**config.mk**
```make
export PLATFORM = sky130hd
export DESIGN_NAME = ordered_stream_release
export DESIGN_NICKNAME = d
export VERILOG_FILES = /design/src/rtl/ors_pkg.sv /design/src/rtl/ors_ram.sv /design/src/rtl/ordered_stream_release.sv
export SDC_FILE = /design/constraint.sdc
export NUM_CORES = 2
export LEC_CHECK = 0
export BUFFER_PORTS_ARGS = -buffer_cell sky130_fd_sc_hd__buf_4
export CAP_MARGIN = 20
export CORE_MARGIN = 10
export CORE_UTILIZATION = 44
export CTS_CLUSTER_SIZE = 30
export DETAILED_ROUTE_END_ITERATION = 7
export PLACE_DENSITY_LB_ADDON = 0.3
export SLEW_MARGIN = 20
export SYNTH_ARGS = -nofsm -noshare
export SYNTH_HDL_FRONTEND = slang
export SYNTH_SLANG_ARGS = --single-unit
```
**constraint.sdc**
```tcl
create_clock -name aclk -period 10.46 [get_ports aclk]
set_input_delay 2.092 -clock aclk [delete_from_list [all_inputs] [get_ports aclk]]
set_output_delay 2.092 -clock aclk [all_outputs]
set_load 0.03 [all_outputs]
```
**src/rtl/ors_pkg.sv**
```systemverilog
// Shared types and constants for the in-order release reorder buffer.
package ors_pkg;

    // Field widths of the stream beats and the size register.
    localparam int ID_W        = 6;
    localparam int WORD_W      = 64;
    localparam int CFG_W       = 6;
    localparam int S_TDATA_W   = 72;
    localparam int M_TDATA_W   = 64;

    // Release limit per accepted beat and the width of its counter.
    localparam int MAX_RESULTS = 32;
    localparam int CNT_W       = 6;

    // Sequencer states.
    typedef enum logic [1:0] {
        ST_IDLE,
        ST_CHECK,
        ST_READ,
        ST_SEND
    } ors_state_t;

endpackage

```
**src/rtl/ors_ram.sv**
```systemverilog
// Generic single-write, single-read RAM with a registered read port.
module ors_ram
    #(
        parameter int WIDTH = 64,
        parameter int DEPTH = 32
    )
    (
        input  logic                                      aclk,
        input  logic                                      we,
        input  logic [((DEPTH > 1) ? $clog2(DEPTH) : 1)-1:0] waddr,
        input  logic [WIDTH-1:0]                          wdata,
        input  logic                                      re,
        input  logic [((DEPTH > 1) ? $clog2(DEPTH) : 1)-1:0] raddr,
        output logic [WIDTH-1:0]                          rdata
    );

    logic [WIDTH-1:0] mem_reg [DEPTH];
    logic [WIDTH-1:0] rdata_reg;

    // Write port and registered read port.
    always_ff @(posedge aclk) begin
        if (we) begin
            mem_reg[waddr] <= wdata;
        end
        if (re) begin
            rdata_reg <= mem_reg[raddr];
        end
    end

    assign rdata = rdata_reg;

endmodule

```
**src/rtl/ordered_stream_release.sv**
```systemverilog
// Reorder buffer that stores words by slot id and releases them in id order.
//
//  Channel  | Direction | Payload
//  ---------+-----------+--------------------------------------------------
//  s_       | in        | tdata: slot_id [5:0], data_word [69:6], zero pad
//  m_       | out       | tdata: out_word; tlast: last_of_run; tuser: bad_id
//  cfg_     | in        | data: stream_size (write clears slots, head to 1)
//
// A beat with a bad slot id is accepted, then answered with the error beat.
// A good beat is accepted, then the head is checked; each released slot is read
// from the slot RAM, then presented in the output register.
// Slots go one at a time through the single RAM read port and the head compare.
// Reset clears the filled bits and sets the head to 1 at once; there is no clearing pass.
// A stalled m_ beat holds the sequencer; no new beat is taken until the run ends.
module ordered_stream_release
    import ors_pkg::*;
    #(
        parameter int SLOTS = 32
    )
    (
        input  logic                 aclk,
        input  logic                 aresetn,
        // Input stream: slot_id [5:0], data_word [69:6], zeros above.
        input  logic                 s_tvalid,
        output logic                 s_tready,
        input  logic [S_TDATA_W-1:0] s_tdata,
        // Result stream: out_word [63:0].
        output logic                 m_tvalid,
        input  logic                 m_tready,
        output logic [M_TDATA_W-1:0] m_tdata,
        output logic                 m_tlast,
        // bad_id [0].
        output logic [0:0]           m_tuser,
        // Size register write channel.
        input  logic                 cfg_valid,
        output logic                 cfg_ready,
        input  logic [CFG_W-1:0]     cfg_data
    );

    localparam int AW = (SLOTS > 1) ? $clog2(SLOTS) : 1;
    localparam int HW = $clog2(SLOTS + 2);
    localparam int EW = (HW > ID_W) ? HW : ID_W;
    localparam logic [HW-1:0] SIZE_MAX = HW'(SLOTS);
    localparam logic [HW-1:0] HEAD_ONE = HW'(1);
    localparam logic [CNT_W-1:0] CNT_MAX = CNT_W'(MAX_RESULTS);

    ors_state_t state_reg, state_next;

    logic [SLOTS-1:0]  filled_reg, filled_next;
    logic [HW-1:0]     head_reg, head_next;
    logic [HW-1:0]     size_reg, size_next;
    logic [CNT_W-1:0]  count_reg, count_next;
    logic [WORD_W-1:0] out_word_reg, out_word_next;
    logic              out_last_reg, out_last_next;
    logic              out_bad_reg, out_bad_next;

    logic [ID_W-1:0]   in_id;
    logic [WORD_W-1:0] in_word;
    logic [ID_W-1:0]   id_m1;
    logic              id_ok;
    logic              s_hs, m_hs, cfg_hs;
    logic [HW-1:0]     head_sel;
    logic              head_rel;
    logic              more;
    logic              ram_we, ram_re;
    logic [WORD_W-1:0] ram_rdata;

    // Unpack the input beat and check the slot id against the size.
    assign in_id   = s_tdata[ID_W-1:0];
    assign in_word = s_tdata[ID_W+WORD_W-1:ID_W];
    assign id_m1   = in_id - ID_W'(1);
    assign id_ok   = (in_id != '0) && (EW'(in_id) <= EW'(size_reg));

    assign s_hs   = s_tvalid && s_tready;
    assign m_hs   = m_tvalid && m_tready;
    assign cfg_hs = cfg_valid && cfg_ready;

    // Shared head compare: is the slot under the head ready for release?
    assign head_sel = head_reg - HEAD_ONE;
    assign head_rel = (head_reg <= size_reg) ? filled_reg[head_sel[AW-1:0]] : 1'b0;
    assign more     = (count_reg < CNT_MAX) && head_rel;

    // Slot data store.
    ors_ram #(
        .WIDTH (WORD_W),
        .DEPTH (SLOTS)
    ) u_slot_ram (
        .aclk  (aclk),
        .we    (ram_we),
        .waddr (id_m1[AW-1:0]),
        .wdata (in_word),
        .re    (ram_re),
        .raddr (head_sel[AW-1:0]),
        .rdata (ram_rdata)
    );

    // Next state.
    always_comb begin
        state_next = state_reg;
        unique case (state_reg)
            ST_IDLE: begin
                if (s_hs) begin
                    state_next = id_ok ? ST_CHECK : ST_SEND;
                end
            end
            ST_CHECK: begin
                state_next = head_rel ? ST_READ : ST_IDLE;
            end
            ST_READ: begin
                state_next = ST_SEND;
            end
            ST_SEND: begin
                if (m_hs) begin
                    state_next = out_last_reg ? ST_IDLE : ST_READ;
                end
            end
            default: begin
                state_next = ST_IDLE;
            end
        endcase
    end

    // Handshake and RAM strobes from the state.
    always_comb begin
        s_tready  = 1'b0;
        cfg_ready = 1'b0;
        m_tvalid  = 1'b0;
        ram_re    = 1'b0;
        unique case (state_reg)
            ST_IDLE: begin
                cfg_ready = 1'b1;
                s_tready  = !cfg_valid;
            end
            ST_CHECK: begin
                ram_re = head_rel;
            end
            ST_READ: begin
                ram_re = 1'b0;
            end
            ST_SEND: begin
                m_tvalid = 1'b1;
                ram_re   = m_hs && !out_last_reg;
            end
            default: begin
                ram_re = 1'b0;
            end
        endcase
    end

    assign ram_we = s_hs && id_ok;

    // Datapath next values: slot marks, head, size, run count and output register.
    always_comb begin
        filled_next   = filled_reg;
        head_next     = head_reg;
        size_next     = size_reg;
        count_next    = count_reg;
        out_word_next = out_word_reg;
        out_last_next = out_last_reg;
        out_bad_next  = out_bad_reg;

        if (cfg_hs) begin
            if (cfg_data == '0) begin
                size_next = HEAD_ONE;
            end else if (EW'(cfg_data) > EW'(SIZE_MAX)) begin
                size_next = SIZE_MAX;
            end else begin
                size_next = HW'(cfg_data);
            end
            filled_next = '0;
            head_next   = HEAD_ONE;
        end

        if (s_hs) begin
            count_next = '0;
            if (id_ok) begin
                filled_next[id_m1[AW-1:0]] = 1'b1;
            end else begin
                out_word_next = '0;
                out_last_next = 1'b1;
                out_bad_next  = 1'b1;
            end
        end

        // Each RAM read releases the head slot.
        if (ram_re) begin
            head_next  = head_reg + HEAD_ONE;
            count_next = count_reg + CNT_W'(1);
        end

        // Read data lands; mark last unless the next slot can follow.
        if (state_reg == ST_READ) begin
            out_word_next = ram_rdata;
            out_last_next = !more;
            out_bad_next  = 1'b0;
        end
    end

    // Registers.
    always_ff @(posedge aclk) begin
        if (!aresetn) begin
            state_reg  <= ST_IDLE;
            filled_reg <= '0;
            head_reg   <= HEAD_ONE;
            size_reg   <= SIZE_MAX;
            count_reg  <= '0;
        end else begin
            state_reg  <= state_next;
            filled_reg <= filled_next;
            head_reg   <= head_next;
            size_reg   <= size_next;
            count_reg  <= count_next;
        end
        out_word_reg <= out_word_next;
        out_last_reg <= out_last_next;
        out_bad_reg  <= out_bad_next;
    end

    assign m_tdata    = out_word_reg;
    assign m_tlast    = out_last_reg;
    assign m_tuser[0] = out_bad_reg;

`ifndef ASSERT_OFF
    // The head never runs more than one slot past the configured size.
    a_head_bound: assert property (@(posedge aclk) disable iff (!aresetn)
        EW'(head_reg) <= EW'(size_reg) + EW'(1))
        else $error("head moved beyond size plus one");

    // An error beat is always a single, last beat with a zero word.
    a_bad_beat: assert property (@(posedge aclk) disable iff (!aresetn)
        (m_tvalid && m_tuser[0]) |-> (m_tlast && (m_tdata == '0)))
        else $error("error beat not marked last or word not zero");

    // No new input beat is taken while a result beat is pending.
    a_one_item: assert property (@(posedge aclk) disable iff (!aresetn)
        !(s_tready && m_tvalid))
        else $error("input ready while a result is pending");

    // A size write clears every slot mark and resets the head.
    a_cfg_clear: assert property (@(posedge aclk) disable iff (!aresetn)
        (cfg_valid && cfg_ready) |=> ((filled_reg == '0) && (head_reg == HEAD_ONE)))
        else $error("size write did not clear slots");
`endif

endmodule
```
Yosys cells after proc, flatten, opt, wreduce, memory -nomap -nowiden:

Memories as Yosys holds them, arrays and structs flattened. A register that Yosys moved wholly into a read port is not among the register bits.
Cells that the tools add are included.

* add/sub/neg operators: 4
* magnitude comparators: 7
* equal/unequal tests: 6
* mux-type cells: 32
* bitwise gates (word level): 2
* reductions and logical operators: 20

Operators by type and width (number)
* $mux 64: 3
* $mux 32: 3
* $mux 6: 6
* $or 32x32->32: 1
* $add 6x1->6 const B: 2
* $le 6x6->1: 2
* $lt 5x6->1 const B: 2
* $mux 1: 11
* $mux 2: 5
* $sub 5x1->5 const B: 2
* $logic_and 1x1->1: 8
* $pmux 2 s4: 1
* $gt 6x6->1 const B: 1
* $logic_not 6->1: 1
* $lt 6x6->1 const B: 1
* $reduce_and 2->1: 3
* $reduce_bool 2->1: 3
* $reduce_bool 6->1: 1
* $bmux 1 s5: 1
* $demux 1 s5: 1
* $ge 5x1->1 const B: 1
* $eq 2x2->1 const B: 2
* $ne 2x2->1 const B: 2
* $logic_not 1->1: 3
* other kinds (5): 5

* flip-flop bits (word level): 118
* memory bits (writable): 2048
* bits of input ports: 83
* output and inout bits: 69
* word-level logic and storage cells: 80
* memories kept: 1

Memories
* u_slot_ram.mem_reg: depth 32, width 64, read ports 1, clocked after Yosys merged registers in 1, write ports 1, line ors_ram.sv:17 `logic [WIDTH-1:0] mem_reg [DEPTH];`

Logic depth before layout (Yosys ltp):

* word-level depth: 8
* mapped depth: 14
* gate-level depth less buffers: 9

Hierarchy:

Synthesis repeated with hierarchy kept, for this count alone.

* cells, all modules: 3531
* area, all modules: 84888.9 um^2

By module, submodules not included
* ors_ram: instances 1, cells each 3097, area each 79605.1 um^2
* ordered_stream_release: instances 1, cells each 434, area each 5283.8 um^2

Least setup slack after synthesis:

No wires, ideal clock.

* kind: input-to-reg
* start point: input cfg_valid
* end point: memory u_slot_ram.mem_reg[31][0], enable pin
* setup time: 0.650 ns
* arrival time: 9.538 ns
* data required time: 9.810 ns
* slack: 0.272 ns
* cell stages on the path: 4
* path buffers: 0
* path through: nor3_1 and2_1 nand4_1 nor4_1

* cells in the longest elaborated chain, start to end: 6

RTL lines
* start, declared: line ordered_stream_release.sv:35 `input logic cfg_valid,`
* $logic_not 1->1: line ordered_stream_release.sv:132 `s_tready = !cfg_valid;`
* $mux 1: line ordered_stream_release.sv:129 `unique case (state_reg)`
* $logic_and 1x1->1: line ordered_stream_release.sv:74 `assign s_hs = s_tvalid && s_tready;`
* $logic_and 1x1->1: line ordered_stream_release.sv:150 `assign ram_we = s_hs && id_ok;`
* $mux 1: line ors_ram.sv:22 `if (we) begin`
* $mux 1 (implied by the code): line ors_ram.sv:23 `mem_reg[waddr] <= wdata;`
* end, declared: line ors_ram.sv:17

Every way passes these cells.

Worst setup path after layout:

* start point: register head_reg[0]
* end point: register u_slot_ram.rdata_reg[25], in the netlist u_slot_ram.rdata[25] (read register of u_slot_ram.mem_reg), enable pin

* cells in the longest elaborated chain, start to end: 5

RTL lines
* start, declared: line ordered_stream_release.sv:50 `logic [HW-1:0] head_reg, head_next;`
* start signal, assigned: line ordered_stream_release.sv:210 `head_reg <= head_next;`
* $sub 5x1->5: line ordered_stream_release.sv:79 `assign head_sel = head_reg - HEAD_ONE;`
* $bmux 1 s5: line ordered_stream_release.sv:80 `assign head_rel = (head_reg <= size_reg) ? filled_reg[head_sel[AW-1:0]] : 1'b0;`
* $mux 1 (implied by the code): line ordered_stream_release.sv:80
* $mux 1: line ordered_stream_release.sv:80
* $pmux 1 s2: line ordered_stream_release.sv:129
* end, declared: line ors_ram.sv:18 `logic [WIDTH-1:0] rdata_reg;`

Several ways; a longest one is shown, not always the timed one. The select of a mux whose other input is x is not followed.
A chain may end at the register's enable or synchronous reset.

==> flow_metrics.py <==
metrics = {
    "yosys": {
        "synthTopCellsByCount": "edfxtp_1 (2177), mux4_2 (642), clkbuf_1 (86), nor2_1 (73), mux2_2 (71)",
        "async_reset_ff_share_pct": 0,
        "netlist.top_cell.by_area": "edfxtp_1",
        "syn_area_per_cell_sq_um": 24.2,
        "synth_area_sq_mm": 0.0848,
        "netlist.area_leader.share_pct": 77.1,
        "ys_types": 43,
        "ys_seq_area_share_pct": 78.4,
        "synth.most_common_cell": "edfxtp_1",
        "yosys-top-cells-area": "edfxtp_1 (77%), mux4_2 (17%), dfxtp_1 (1.3%)",
        "synth_edf_count": 2177,
        "synth_flop_cell": "edfxtp_1",
        "synth_fp_nets": 3606,
        "synthesis.instances": 3508,
        "yosysWarnings": 0,
        "ys_ff_latch": 2230,
    },
    "finish": {
        "design_area_sq_mm": 0.0966,
        "stdcell_count": 6502,
        "fillerInstances": 14900,
        "nNetsFinal": 3884,
        "area_delta_synth_final_pct": 13.9,
        "largest_reg_flops": 2048,
        "drive_gt1_share_pct": 32.9,
        "multi_input_area_sq_mm": 0.0177,
        "regArea_sq_mm": 0.0664,
    },
    "pwr": {
        "clkPwrFrac_pct": 43.8,
        "power.density_mw_per_mm2": 188,
        "pwr-share-comb_pct": 2.0,
        "power_frac_seq_pct": 54.2,
        "ir_worst_vdd_uv": 145,
        "leakagePower_nw": 31.0,
        "power.total_mw": 18.2,
        "netSwitchingPower_mw": 3.62,
        "power.internal_mw": 14.6,
        "swShare_pct": 19.9,
    },
    "timing": {
        "hold_violations": 0,
        "fin_worst_skew_ns": 0.0440,
        "tns_ns": 0,
        "whs_ns": 0.460,
        "setup_viol": 0,
        "period_share_pct": 60.3,
        "worst-slew-pin-transition_ns": 1.11,
        "worst_slew_margin_rel_pct": 25.6,
        "rsz0062_at_grt": "false",
        "fmax_ghz": 0.158,
        "post-route-min-period_ns": 6.31,
        "report.final.slew_viol_count": 0,
    },
    "die": {
        "die_x_um": 459,
        "dieArea_sq_mm": 0.211,
        "core_sq_mm": 0.192,
        "ios": 152,
        "num_rows": 161,
        "start_util_pct": 44.2,
        "fp.dieH_um": 459,
    },
    "grt": {
        "track_usage_pct": 18.5,
        "grt_max_degree": 144,
        "overflow": 0,
        "antenna_found_initial": 18,
        "grt_pass1_vias": 39300,
        "grt_pass1_wl_mm": 285,
    },
    "setup_path": {
        "cp_common_cell": "buf_4",
        "crit_path_end_kind": "flop",
        "slowest_stage": "dfxtp_4",
        "cp.arrival_ns": 6.75,
        "critPathLaunchType": "flop",
        "setup.worst_path.class": "reg2reg",
        "required_ns": 10.90,
        "worstPathCellList": "inv_1 > ha_4 > buf_4 > buf_12 > mux4_2 > mux2_2 > a21o_1 > a31oi_1 > o31ai_4 > buf_4 > buf_4",
        "slowest_delay_ns": 0.92,
        "critPathTopFamily": "buffers and inverters",
        "cp.buffers_inverters": 5,
        "cp_max_fo": 143,
    },
    "flow_run": {
        "drv_cap": 0,
    },
    "clock_tree": {
        "cts_tree": "done",
        "htree_num_levels": 4,
        "cts_made_buffers": 219,
        "clk_pin_slew_ns": 0.07,
        "clock-root-buffer": "clkbuf_16",
        "clock_latency_ns": 0.84,
        "clk_path_buf_depth": 3,
        "cts_resized": 0,
        "postCtsSetupBuffers": 0,
        "clkSinkCount": 2230,
        "holdBufCountCts": 0,
    },
    "placed_design": {
        "hpwl_mm": 99.9,
        "place_congestion": 0.738,
        "dp.cells": 6091,
        "placed_area_sq_mm": 0.0893,
        "io_buffers": 149,
    },
    "detailed_routing": {
        "route.vias.total": 38000,
        "first_pass_iters": 6,
        "drtAntennaViolNets": 0,
        "routed_wl_mm": 196,
        "routedWlPerCell_um": 30.1,
        "drc": 0,
        "via_per_inst": 5.84,
        "drt_iter0_drc": 3726,
    },
    "outcome": {
        "status": "finished clean",
    },
    "min_path": {
        "hold_path.class": "reg2reg",
    },
}
[per-layer routing]
| layer | up-vias | global-route usage, % | share of wire, % |
|---|---|---|---|
| met3 | 260 | 3.22 | 6.4 |
| met1 | 20800 | 25.4 | 41 |
| met5 | - | 0 | 0.063 |
| li1 | 15600 | - | - |
| met4 | 18 | 4.30 | 1.7 |
| met2 | 1323 | 31.0 | 51 |
[per-stage QoR]
stage          utilization [%]  setup WS (ns)
2_1_floorplan                -          0.272
3_3_place_gp              46.5           3.72
3_5_place_dp              46.5           3.74
4_1_cts                   50.3           4.01
5_1_grt                   50.3           3.75
6_report                  50.3           4.15
[cells by family after synthesis]
logic type	share of synthesized area, %
AOI/OAI and AO/OA	0.605
xor gates and xnor gates	0.0635
adders and majority gates	0.221
buffers and inverters	1.00
DFF	78.4
muxes	18.1
and+or+nand+nor	1.66
[power groups by stage]
stage          sequential [mW]  clock (mW)  combinational, mW
3_3_place_gp              10.1           0              0.367
3_5_place_dp              10.1           0              0.377
6_report                  9.87        7.97              0.368
2_1_floorplan             10.1           0             0.0873
5_1_grt                   9.87        8.48              0.401
4_1_cts                   9.87        8.11              0.377
[final timing paths]
kind	start	depth (start not counted)	slack (ns)	end
setup reg to reg	head_reg[0]	11	4.15	u_slot_ram.rdata[25]
setup / recovery	head_reg[0]	11	4.15	u_slot_ram.rdata[25]
hold reg to reg	filled_reg[22]	2	0.46	filled_reg[22]
hold / removal	filled_reg[22]	2	0.46	filled_reg[22]
[cell type report]
cell class              instances  share of cell area [%]
diodes                          2                 0.00518
clock buffers                 264                    5.98
clock inverters               145                    1.58
inverters                      16                  0.0777
multi-input cells            1082                    18.4
flip-flops and latches       2230                    68.8
well taps                    2526                    3.27
repair buffers                237                    1.93
[worst register-to-register path: cells and delay by family (launching register included)]
family          cells  cell delay, ns
flops               1            0.92
buf+inv             5            3.07
compound gates      3            0.54
fa+ha+maj           1            0.73
mux                 2            0.58
[cell usage in the layout (no fill, tap or decap), types with 17 or more instances in the layout]
| cell type | count |
|---|---|
| edfxtp_1 | 2177 |
| mux4_2 | 642 |
| buf_4 | 230 |
| clkbuf_16 | 225 |
| mux2_2 | 71 |
| and2_1 | 70 |
| clkinv_1 | 60 |
| dfxtp_1 | 52 |
| nor2_1 | 48 |
| clkbuf_1 | 39 |
| clkinv_2 | 37 |
| bufinv_16 | 29 |
| nor2_4 | 25 |
| nand2_1 | 23 |
| a21oi_1 | 23 |
| a22oi_1 | 22 |
| nand3b_1 | 18 |
| nand3_1 | 17 |
No activity file was read; power rests on OpenSTA's default activity.
